$ cat src/hdl/adv_record_phy_flag_parser_top_defines.svh
// Assertion helpers for the advertising PHY record parser.
`ifndef ADV_RECORD_PHY_FLAG_PARSER_TOP_DEFINES_SVH
`define ADV_RECORD_PHY_FLAG_PARSER_TOP_DEFINES_SVH

// Same-cycle implication, checked outside reset.
`define ARPFP_ASSERT_NOW(label, ante, cons, msg) \
	label: assert property (@(posedge clk) disable iff (!arst_n) (ante) |-> (cons)) \
		else $error(msg);

// Next-cycle implication, checked outside reset.
`define ARPFP_ASSERT_NEXT(label, ante, cons, msg) \
	label: assert property (@(posedge clk) disable iff (!arst_n) (ante) |=> (cons)) \
		else $error(msg);

`endif

$ cat src/hdl/arpfp_pkg.sv
`default_nettype none

package arpfp_pkg;

	// Record type that carries the PHY flag bytes
	localparam logic [7:0] PhyRecordType = 8'h27;

	// Bit positions inside the tx and rx flag bytes
	localparam int unsigned Flag1mBit      = 0;
	localparam int unsigned Flag2mBit      = 1;
	localparam int unsigned FlagCodedS2Bit = 2;
	localparam int unsigned FlagCodedS8Bit = 3;

	// Width of the flag bits kept from the payload
	localparam int unsigned PendingW = 4;

	// Walk phase, one-hot
	typedef enum logic [3:0] {
		PH_LENGTH  = 4'b0001,
		PH_TYPE    = 4'b0010,
		PH_PAYLOAD = 4'b0100,
		PH_STOPPED = 4'b1000
	} phase_t;

	// Summary of one buffer; found sits in the lowest bit
	typedef struct packed {
		logic coded_s8;
		logic coded;
		logic phy_2m;
		logic phy_1m;
		logic found;
	} phy_flags_t;

endpackage

`default_nettype wire

$ cat src/hdl/adv_record_phy_flag_parser_top.sv
// Advertising-data PHY record parser. Feed the bytes of one advertising
// buffer on the slave stream, one per request, with tlast on the final
// byte. The block walks length-type-value records and, for every complete
// record of type 0x27 with at least two payload bytes, ORs the tx and rx
// flag bytes into sticky 1M, 2M, coded and coded-S8 flags. On the final
// byte it sends one result on the master stream and clears for the next
// buffer; other bytes send nothing. The block takes one byte per clock
// cycle while s_tready is high: each byte is registered, the walker
// state updates, and the result register loads as the final byte leaves
// the input register. A result that waits on the master side stalls input
// only once the next final byte reaches the walker.
`default_nettype none

module adv_record_phy_flag_parser_top (
	input  wire        clk,
	input  wire        arst_n,
	input  wire        s_tvalid,
	output logic       s_tready,
	input  wire [7:0]  s_tdata,   // [7:0] data_byte
	input  wire        s_tlast,   // is_last
	output logic       m_tvalid,
	input  wire        m_tready,
	output logic [7:0] m_tdata    // [0] found_phy_record, [1] phy_1m, [2] phy_2m,
	                              // [3] phy_coded, [4] phy_coded_s8, [7:5] zero
);
	import arpfp_pkg::*;

`include "adv_record_phy_flag_parser_top_defines.svh"

	logic       valid_s1;
	logic [7:0] data_s1;
	logic       last_s1;
	logic       out_free;
	logic       advance;
	logic       m_valid_q;
	phy_flags_t m_flags_q;
	phy_flags_t flags;

	assign out_free = !m_valid_q || m_tready;
	assign advance  = valid_s1 && (!last_s1 || out_free);
	assign s_tready = !valid_s1 || advance;

	// Input register
	always_ff @(posedge clk or negedge arst_n) begin
		if (!arst_n) begin
			valid_s1 <= 1'b0;
		end else if (s_tready) begin
			valid_s1 <= s_tvalid;
		end
	end

	always_ff @(posedge clk) begin
		if (s_tready && s_tvalid) begin
			data_s1 <= s_tdata;
			last_s1 <= s_tlast;
		end
	end

	arpfp_walker u_walker (
		.clk       (clk),
		.arst_n    (arst_n),
		.step_en   (advance),
		.data_byte (data_s1),
		.is_last   (last_s1),
		.flags     (flags)
	);

	// Result register: load on the final byte, drop once taken
	always_ff @(posedge clk or negedge arst_n) begin
		if (!arst_n) begin
			m_valid_q <= 1'b0;
		end else if (advance && last_s1) begin
			m_valid_q <= 1'b1;
		end else if (m_tready) begin
			m_valid_q <= 1'b0;
		end
	end

	always_ff @(posedge clk) begin
		if (advance && last_s1) begin
			m_flags_q <= flags;
		end
	end

	assign m_tvalid = m_valid_q;
	assign m_tdata  = {3'b000, m_flags_q};

	`ARPFP_ASSERT_NOW(a_phy_implies_found, m_tvalid && (m_tdata[4:1] != 4'd0), m_tdata[0], "PHY flag without found record")
	`ARPFP_ASSERT_NOW(a_s8_implies_coded, m_tvalid && m_tdata[4], m_tdata[3], "coded S8 without coded")
	`ARPFP_ASSERT_NOW(a_stall_on_blocked_last, valid_s1 && last_s1 && m_valid_q && !m_tready, !s_tready, "input taken while final byte is blocked")
	`ARPFP_ASSERT_NEXT(a_result_follows_last, advance && last_s1, m_valid_q, "final byte gave no result")

endmodule

`default_nettype wire

$ cat src/hdl/arpfp_walker.sv
`default_nettype none

module arpfp_walker (
	input  wire                     clk,
	input  wire                     arst_n,
	input  wire                     step_en,
	input  wire [7:0]               data_byte,
	input  wire                     is_last,
	output arpfp_pkg::phy_flags_t   flags
);
	import arpfp_pkg::*;

	phase_t                phase_q,   phase_d;
	logic [7:0]            left_q,    left_d;
	logic [1:0]            index_q,   index_d;
	logic                  is_phy_q,  is_phy_d;
	logic [PendingW-1:0]   pend_q,    pend_d;
	logic                  pvalid_q,  pvalid_d;
	phy_flags_t            commit_q,  commit_d;
	logic                  finish;
	logic [7:0]            left_dec;

	assign left_dec = left_q - 8'd1;

	// Advance the record walk by one byte
	always_comb begin
		phase_d  = phase_q;
		left_d   = left_q;
		index_d  = index_q;
		is_phy_d = is_phy_q;
		pend_d   = pend_q;
		pvalid_d = pvalid_q;
		finish   = 1'b0;
		unique case (phase_q)
			PH_LENGTH: begin
				if (data_byte == 8'd0) begin
					phase_d = PH_STOPPED;
				end else begin
					left_d  = data_byte;
					phase_d = PH_TYPE;
				end
			end
			PH_TYPE: begin
				is_phy_d = (data_byte == PhyRecordType);
				index_d  = 2'd0;
				pend_d   = '0;
				pvalid_d = 1'b0;
				left_d   = left_dec;
				if (left_dec == 8'd0) begin
					finish = 1'b1;
				end else begin
					phase_d = PH_PAYLOAD;
				end
			end
			PH_PAYLOAD: begin
				if (index_q == 2'd0) begin
					pend_d = data_byte[PendingW-1:0];
				end else if (index_q == 2'd1) begin
					pend_d   = pend_q | data_byte[PendingW-1:0];
					pvalid_d = 1'b1;
				end
				if (index_q != 2'd2) begin
					index_d = index_q + 2'd1;
				end
				left_d = left_dec;
				if (left_dec == 8'd0) begin
					finish = 1'b1;
				end
			end
			PH_STOPPED: begin
			end
			default: begin
				phase_d = PH_LENGTH;
			end
		endcase
		if (finish) begin
			phase_d = PH_LENGTH;
		end
	end

	// Commit the record flags when a qualifying record closes
	always_comb begin
		commit_d = commit_q;
		if (finish && is_phy_d && pvalid_d) begin
			commit_d.found    = 1'b1;
			commit_d.phy_1m   = commit_q.phy_1m | pend_d[Flag1mBit];
			commit_d.phy_2m   = commit_q.phy_2m | pend_d[Flag2mBit];
			commit_d.coded    = commit_q.coded | pend_d[FlagCodedS2Bit]
			                    | pend_d[FlagCodedS8Bit];
			commit_d.coded_s8 = commit_q.coded_s8 | pend_d[FlagCodedS8Bit];
		end
	end

	assign flags = commit_d;

	// Hold state; clear everything after the final byte
	always_ff @(posedge clk or negedge arst_n) begin
		if (!arst_n) begin
			phase_q  <= PH_LENGTH;
			left_q   <= '0;
			index_q  <= '0;
			is_phy_q <= 1'b0;
			pend_q   <= '0;
			pvalid_q <= 1'b0;
			commit_q <= '0;
		end else if (step_en) begin
			if (is_last) begin
				phase_q  <= PH_LENGTH;
				left_q   <= '0;
				index_q  <= '0;
				is_phy_q <= 1'b0;
				pend_q   <= '0;
				pvalid_q <= 1'b0;
				commit_q <= '0;
			end else begin
				phase_q  <= phase_d;
				left_q   <= left_d;
				index_q  <= index_d;
				is_phy_q <= is_phy_d;
				pend_q   <= pend_d;
				pvalid_q <= pvalid_d;
				commit_q <= commit_d;
			end
		end
	end

endmodule

`default_nettype wire

$ cat config.mk
export PLATFORM = sky130hd
export DESIGN_NAME = adv_record_phy_flag_parser_top
export DESIGN_NICKNAME = d
export VERILOG_FILES = /design/src/hdl/arpfp_pkg.sv /design/src/hdl/adv_record_phy_flag_parser_top.sv /design/src/hdl/arpfp_walker.sv
export VERILOG_INCLUDE_DIRS = /design/src /design/src/hdl
export SDC_FILE = /design/constraint.sdc
export NUM_CORES = 1
export LEC_CHECK = 0
export ABC_AREA = 0
export BUFFER_PORTS_ARGS = -buffer_cell sky130_fd_sc_hd__buf_4
export CAP_MARGIN = 25
export CELL_PAD_IN_SITES_DETAIL_PLACEMENT = 2
export CELL_PAD_IN_SITES_GLOBAL_PLACEMENT = 2
export CORE_MARGIN = 2
export CORE_UTILIZATION = 40
export DETAILED_ROUTE_END_ITERATION = 16
export PLACE_DENSITY_LB_ADDON = 0.1
export SLEW_MARGIN = 20
export SYNTH_ARGS = -nofsm -noshare
export SYNTH_HDL_FRONTEND = slang
export SYNTH_SLANG_ARGS = --single-unit
$ cat constraint.sdc
create_clock -name clk -period 2.9 [get_ports clk]
set_input_delay 0.145 -clock clk [delete_from_list [all_inputs] [get_ports clk]]
set_output_delay 0.145 -clock clk [all_outputs]
set_load 0.005 [all_outputs]
* Yosys cells after proc, flatten, opt, wreduce, memory -nomap -nowiden
Cells that the tools add are included.
Word-level totals: bits in registers 41, bits of input ports 13, logic and storage cells 88
Operators by class: $add $sub $neg 2, eq/ne operators 11, multiplexer cells 27, bitwise logic cells 6, reductions and logical operators 22
Operator list (number):
- $mux 4 | 7
- $logic_not 8->1 | 2
- $mux 8 | 2
- $pmux 8 s2 | 1
- $pmux 4 s3 | 1
- $mux 5 | 2
- $mux 1 | 9
- $reduce_and 3->1 | 3
- $eq 8x6->1 const B | 1
- $pmux 4 s2 | 1
- $sub 8x1->8 const B | 1
- $reduce_bool 3->1 | 2
- $logic_and 1x1->1 | 5
- $or 1x1->1 | 5
- $eq 4x1->1 const B | 1
- $eq 4x2->1 const B | 1
- $eq 4x3->1 const B | 1
- $eq 4x4->1 const B | 1
- $mux 2 | 2
- $ne 4x3->1 const B | 1
- $or 4x4->4 | 1
- $pmux 2 s2 | 1
- $reduce_or 2->1 | 2
- $logic_not 1->1 | 3
- 10 further kinds | 12

* Depth between registers and ports, before layout
depth after elaboration 8, depth in mapped cells 8, mapped depth without buffers 7

* Hierarchy
From an unflattened synthesis, not the netlist that was laid out.
Unflattened totals: cells, all modules 228, area, all modules 2297.2 um^2
Modules (own cells, without submodules):
- arpfp_walker | times used 1, cells each 200, area each 1744.2 um^2, sequential area each 626.9 um^2
- adv_record_phy_flag_parser_top | times used 1, cells each 28, area each 553.0 um^2, sequential area each 470.5 um^2

* Worst setup path after synthesis
OpenSTA, ideal clock, no wires.
kind flip-flop to flip-flop, from register u_walker.left_q[0], to register u_walker.phase_q[2], arrival time 1670 ps, required time 2778 ps, slack 1109 ps, cell stages (with the launch flop) 9, period minus slack after synthesis 1791 ps, cells stage by stage dfrtp_1 inv_1 ha_1 clkbuf_1 and2_1 a21oi_1 o31ai_2 nand2_1 a32o_1
On the way: cells in the longest elaborated chain, start to end 6, elaborated cells on any way between the ends 9
Ends and longest elaborated chain:
- from (decl) | line arpfp_walker.sv:14 | logic [7:0] left_q, left_d;
- from (signal assigned) | line arpfp_walker.sv:117 | left_q <= left_d;
- $sub 8x1->8 * | line arpfp_walker.sv:23 | assign left_dec = left_q - 8'd1;
- $logic_not 8->1 * | line arpfp_walker.sv:49, arpfp_walker.sv:66
- $mux 1 | line arpfp_walker.sv:49, arpfp_walker.sv:66
- $mux 1
- $ne 4x3->1 (no line), or another cell as far along
- $reduce_and 3->1 (no line) or $mux 4 (tied branches)
- to (signal assigned) | line arpfp_walker.sv:116 | phase_q <= phase_d;
- to (decl) | line arpfp_walker.sv:13 | phase_t phase_q, phase_d;
Every way passes the cells marked *; elsewhere a longest branch is shown, timed or not. A chain may end at the register's enable or synchronous reset.

* Worst setup path in the final report
from register last_s1, to register m_flags_q, in the netlist m_tdata[2], enable pin
On the way: cells in the longest elaborated chain, start to end 4
Ends and longest elaborated chain:
- from (decl) | line adv_record_phy_flag_parser_top.sv:32 | logic last_s1;
- from (signal assigned) | line adv_record_phy_flag_parser_top.sv:55 | last_s1 <= s_tlast;
- $logic_not 1->1 | line adv_record_phy_flag_parser_top.sv:40 | assign advance = valid_s1 && (!last_s1 || out_free);
- $logic_or 1x1->1 | line adv_record_phy_flag_parser_top.sv:40
- $logic_and 1x1->1 | line adv_record_phy_flag_parser_top.sv:40
- $logic_and 1x1->1 * | line adv_record_phy_flag_parser_top.sv:80 | if (advance && last_s1) begin
- to (signal assigned) | line adv_record_phy_flag_parser_top.sv:81 | m_flags_q <= flags;
- to (decl) | line adv_record_phy_flag_parser_top.sv:36 | phy_flags_t m_flags_q;
Marked as above.

==> results by group <==
Run status
  • Status: completed

Drt
  • Wirelength per Cell: 20.4 um
  • Initial DRC Count: 118
  • Final Routed Wirelength: 6420 um
  • DR vias/cell: 5.82
  • Number of antenna-violating nets in the routed design: 0
  • DR pass1 iterations: 4
  • DR vias: 1,833
  • DRC: 0

STA
  • RSZ-0062 raised after global routing: false
  • Setup TNS: 0 ps
  • Fin crit share: 0.779
  • Fin worst setup slack: approximately 640 ps
  • Fin. Hold Viols: 0
  • Final min period: between 2000 and 2500 ps
  • Final setup fails: 0
  • Max-slew headroom: 0.565
  • Fmax: between 400 and 500 MHz
  • Pins Over Slew Limit: 0
  • Worst slew pin tran: 648 ps
  • Clock skew: 8.73 ps
  • Hold Worst Slack: roughly 20 ps

Pwr
  • Psw: 0.000802 W
  • Total Power: 0.00203 W
  • Clock power share: 0.234
  • Sw Ratio: 0.396
  • P_leak: 0.990 nW
  • Internal: 0.00122 W
  • Logic pwr share: 0.356
  • VDD IR max: 0.000337 V
  • Sequential share of power: 0.410
  • Power per cell area: 794 nW/um2

Global routing
  • Largest net degree at the start of global routing: 28
  • First-pass GRT wire length: 10,600 um
  • Initial antenna violation count: 0
  • Total GRT Usage: 0.221
  • Gr ovfl total: 0
  • Vias in the first global route: 2,033

Floorplan
  • Die Ht: around 79 um
  • Site row count: 27
  • Core Region: 5470 um2
  • Top Ports: 23
  • Initial Util: 0.410
  • Die area: 6230 um2
  • Die Span X: about 79 um

Flow run
  • Max-cap violations: 0

CTS
  • Reg clk slew, reported paths: 80 ps
  • H-tree levels: 2
  • CTS Sinks: 41
  • Number of setup buffers added after CTS: 0
  • Number of gates resized after cts: 0
  • Worst-skew pair later-pin latency: approximately 300 ps
  • Clk buf depth: 2
  • Clock root cell: clkbuf_8
  • Hold_buf cts: 1
  • CTS tree: yes
  • CTS buffer count: 5

Logic synthesis
  • Cells after synthesis: 223
  • FFs w/ async S/R, synth: 0.659
  • Seq cells post-synth: 41
  • Post-synth EDFFs: 14
  • Largest family of logic cells by synthesized area: compound AO/OA/AOI/OAI gates
  • Mapped Area: 2250 um2
  • Synth area leader: dfrtp_1
  • Commonest cells post-synth: dfrtp_1, nand2_1, inv_1
  • Simple-Gate Fraction of Synth Area: 0.195
  • Prevailing post-synth register cell: dfrtp_1
  • Ys Warns: 0
  • Synth unique cells: 57
  • Seq/Total Area, Yosys: 0.489
  • Synthesized area per cell: just over 10 um2
  • XOR/XNOR Fraction of Synth Area: 0.00390
  • Top cells by area, synth: dfrtp_1, edfxtp_1, nand2_1
  • Post-synthesis mux area share: 0.00446
  • Yosys top cell area share: 0.290
  • Post-synthesis adder-cell area fraction: 0.0279
  • Synth Area in Compound Gates: 0.226
  • Most common cell in the netlist: dfrtp_1

Min path
  • Hold Crit Depth: 1
  • Min-Delay Startpoint: s_tdata[4]
  • Hold Crit Class: in2reg
  • Worst hold path endpoint: data_s1[4]$_DFFE_PP_

Worst setup path
  • Crit path launch type: register
  • Worst Reg-to-Reg Cells: 4
  • R2r setup slk: roughly 640 ps
  • CP Data Arrival Time: 2260 ps
  • Critical path endpoint category: register
  • Reg2reg start: last_s1$_DFFE_PP_
  • CP max FO: 15
  • CP required: 2900 ps
  • RR Endpoint: m_tdata[2]$_DFFE_PP_
  • Setup CP Type: reg2reg

Finish
  • Fillers: 599
  • Syn-to-layout area delta: 13.6%
  • Finished Core Util: 0.466
  • Nets: 260
  • Share of cells above drive strength 1: 0.177
  • Diodes inserted: 0

Place
  • Global placer's final weighted congestion: 0.794
  • Place WS: 667 ps
  • Final HPWL DP: around 4700 um
  • IO Port Bufs: 19
## cells by family (layout without fill, tap and decap cells)
family,Yosys count,in the layout
xor gates and xnor gates,1,1
and+or+nand+nor,74,74
buffers and inverters,27,45
muxes,1,1
DFF,41,41
AOI/OAI and AO/OA,73,73
other,1,3
adders and majority gates,5,5
## cell type report
cell class / instances / area [um2] / area share
clock buffer: 6 / 72.6 / 0.0284
timing repair buffer: 20 / 153 / 0.0598
inverter: 17 / 63.8 / 0.0250
clock inverter: 2 / 38.8 / 0.0152
tap: 72 / 90.1 / 0.0353
sequential: 41 / 1100 / 0.430
multi-input combinational: 157 / 1040 / 0.406
## power groups by stage
stage               combinational, W  sequential [W]  clock [W]
floorplan                   0.000542        0.000789          0
global placement            0.000675        0.000826          0
detailed placement          0.000712        0.000837          0
CTS                         0.000719        0.000827   0.000484
global route                0.000800        0.000851   0.000504
finish                      0.000722        0.000830   0.000474
## layer usage
layer	track usage	wire length (um)
met5	0	0
met4	0.0690	100
met3	0.0386	252
met2	0.362	3090
met1	0.301	2980
## flip-flops by register name, summed over array words and instances (netlist names)
name	flops
data_s1	8
last_s1	1
m_tdata	5
m_tvalid	1
u_walker.commit_q	5
u_walker.index_q	2
u_walker.is_phy_q	1
u_walker.left_q	8
u_walker.pend_q	4
u_walker.phase_q	4
u_walker.pvalid_q	1
valid_s1	1
## cell usage in the layout (no fill, tap or decap), types with 2 or more instances in the layout
cell,count
dfrtp_1,26
nand2_1,22
buf_4,19
inv_1,17
o21ai_0,14
nor2_1,14
a21oi_1,14
edfxtp_1,14
o22ai_1,9
a22oi_1,5
o21bai_1,5
o21ai_1,5
o31ai_1,5
ha_1,5
clkbuf_8,5
and2_1,4
nand2b_1,4
nand3_1,3
nor3_1,3
conb_1,3
nor3_2,2
o31ai_2,2
or3_1,2
nand3b_1,2
nor4_2,2
o41ai_1,2
nor3b_1,2
## worst max-delay path: stages (launching register included)
cell and delay [ps]:
edfxtp_1 670, nand3b_1 230, and2_1 490, nand2_1 310, inv_1 260
## metrics by stage
step	cell area, um2	std cells
4_1_cts	2550	315
6_report	2550	315
3_3_place_gp	2430	306
2_1_floorplan	2250	225
5_1_grt	2550	315
3_5_place_dp	2430	306
## how the worst max path moves through the flow
stage	startpoint	to	slack (ps)	cells after the start
after floorplan	u_walker.left_q[0]$_DFFE_PN0P_	u_walker.phase_q[2]$_DFFE_PN0P_	1110	8
after global placement	last_s1$_DFFE_PP_	m_tdata[1]$_DFFE_PP_	720	4
after detailed placement	last_s1$_DFFE_PP_	m_tdata[4]$_DFFE_PP_	670	4
after CTS	last_s1$_DFFE_PP_	m_tdata[4]$_DFFE_PP_	670	4
after global routing	last_s1$_DFFE_PP_	m_tdata[4]$_DFFE_PP_	560	4
final	last_s1$_DFFE_PP_	m_tdata[2]$_DFFE_PP_	640	4
No activity file was read; power rests on OpenSTA's default activity.
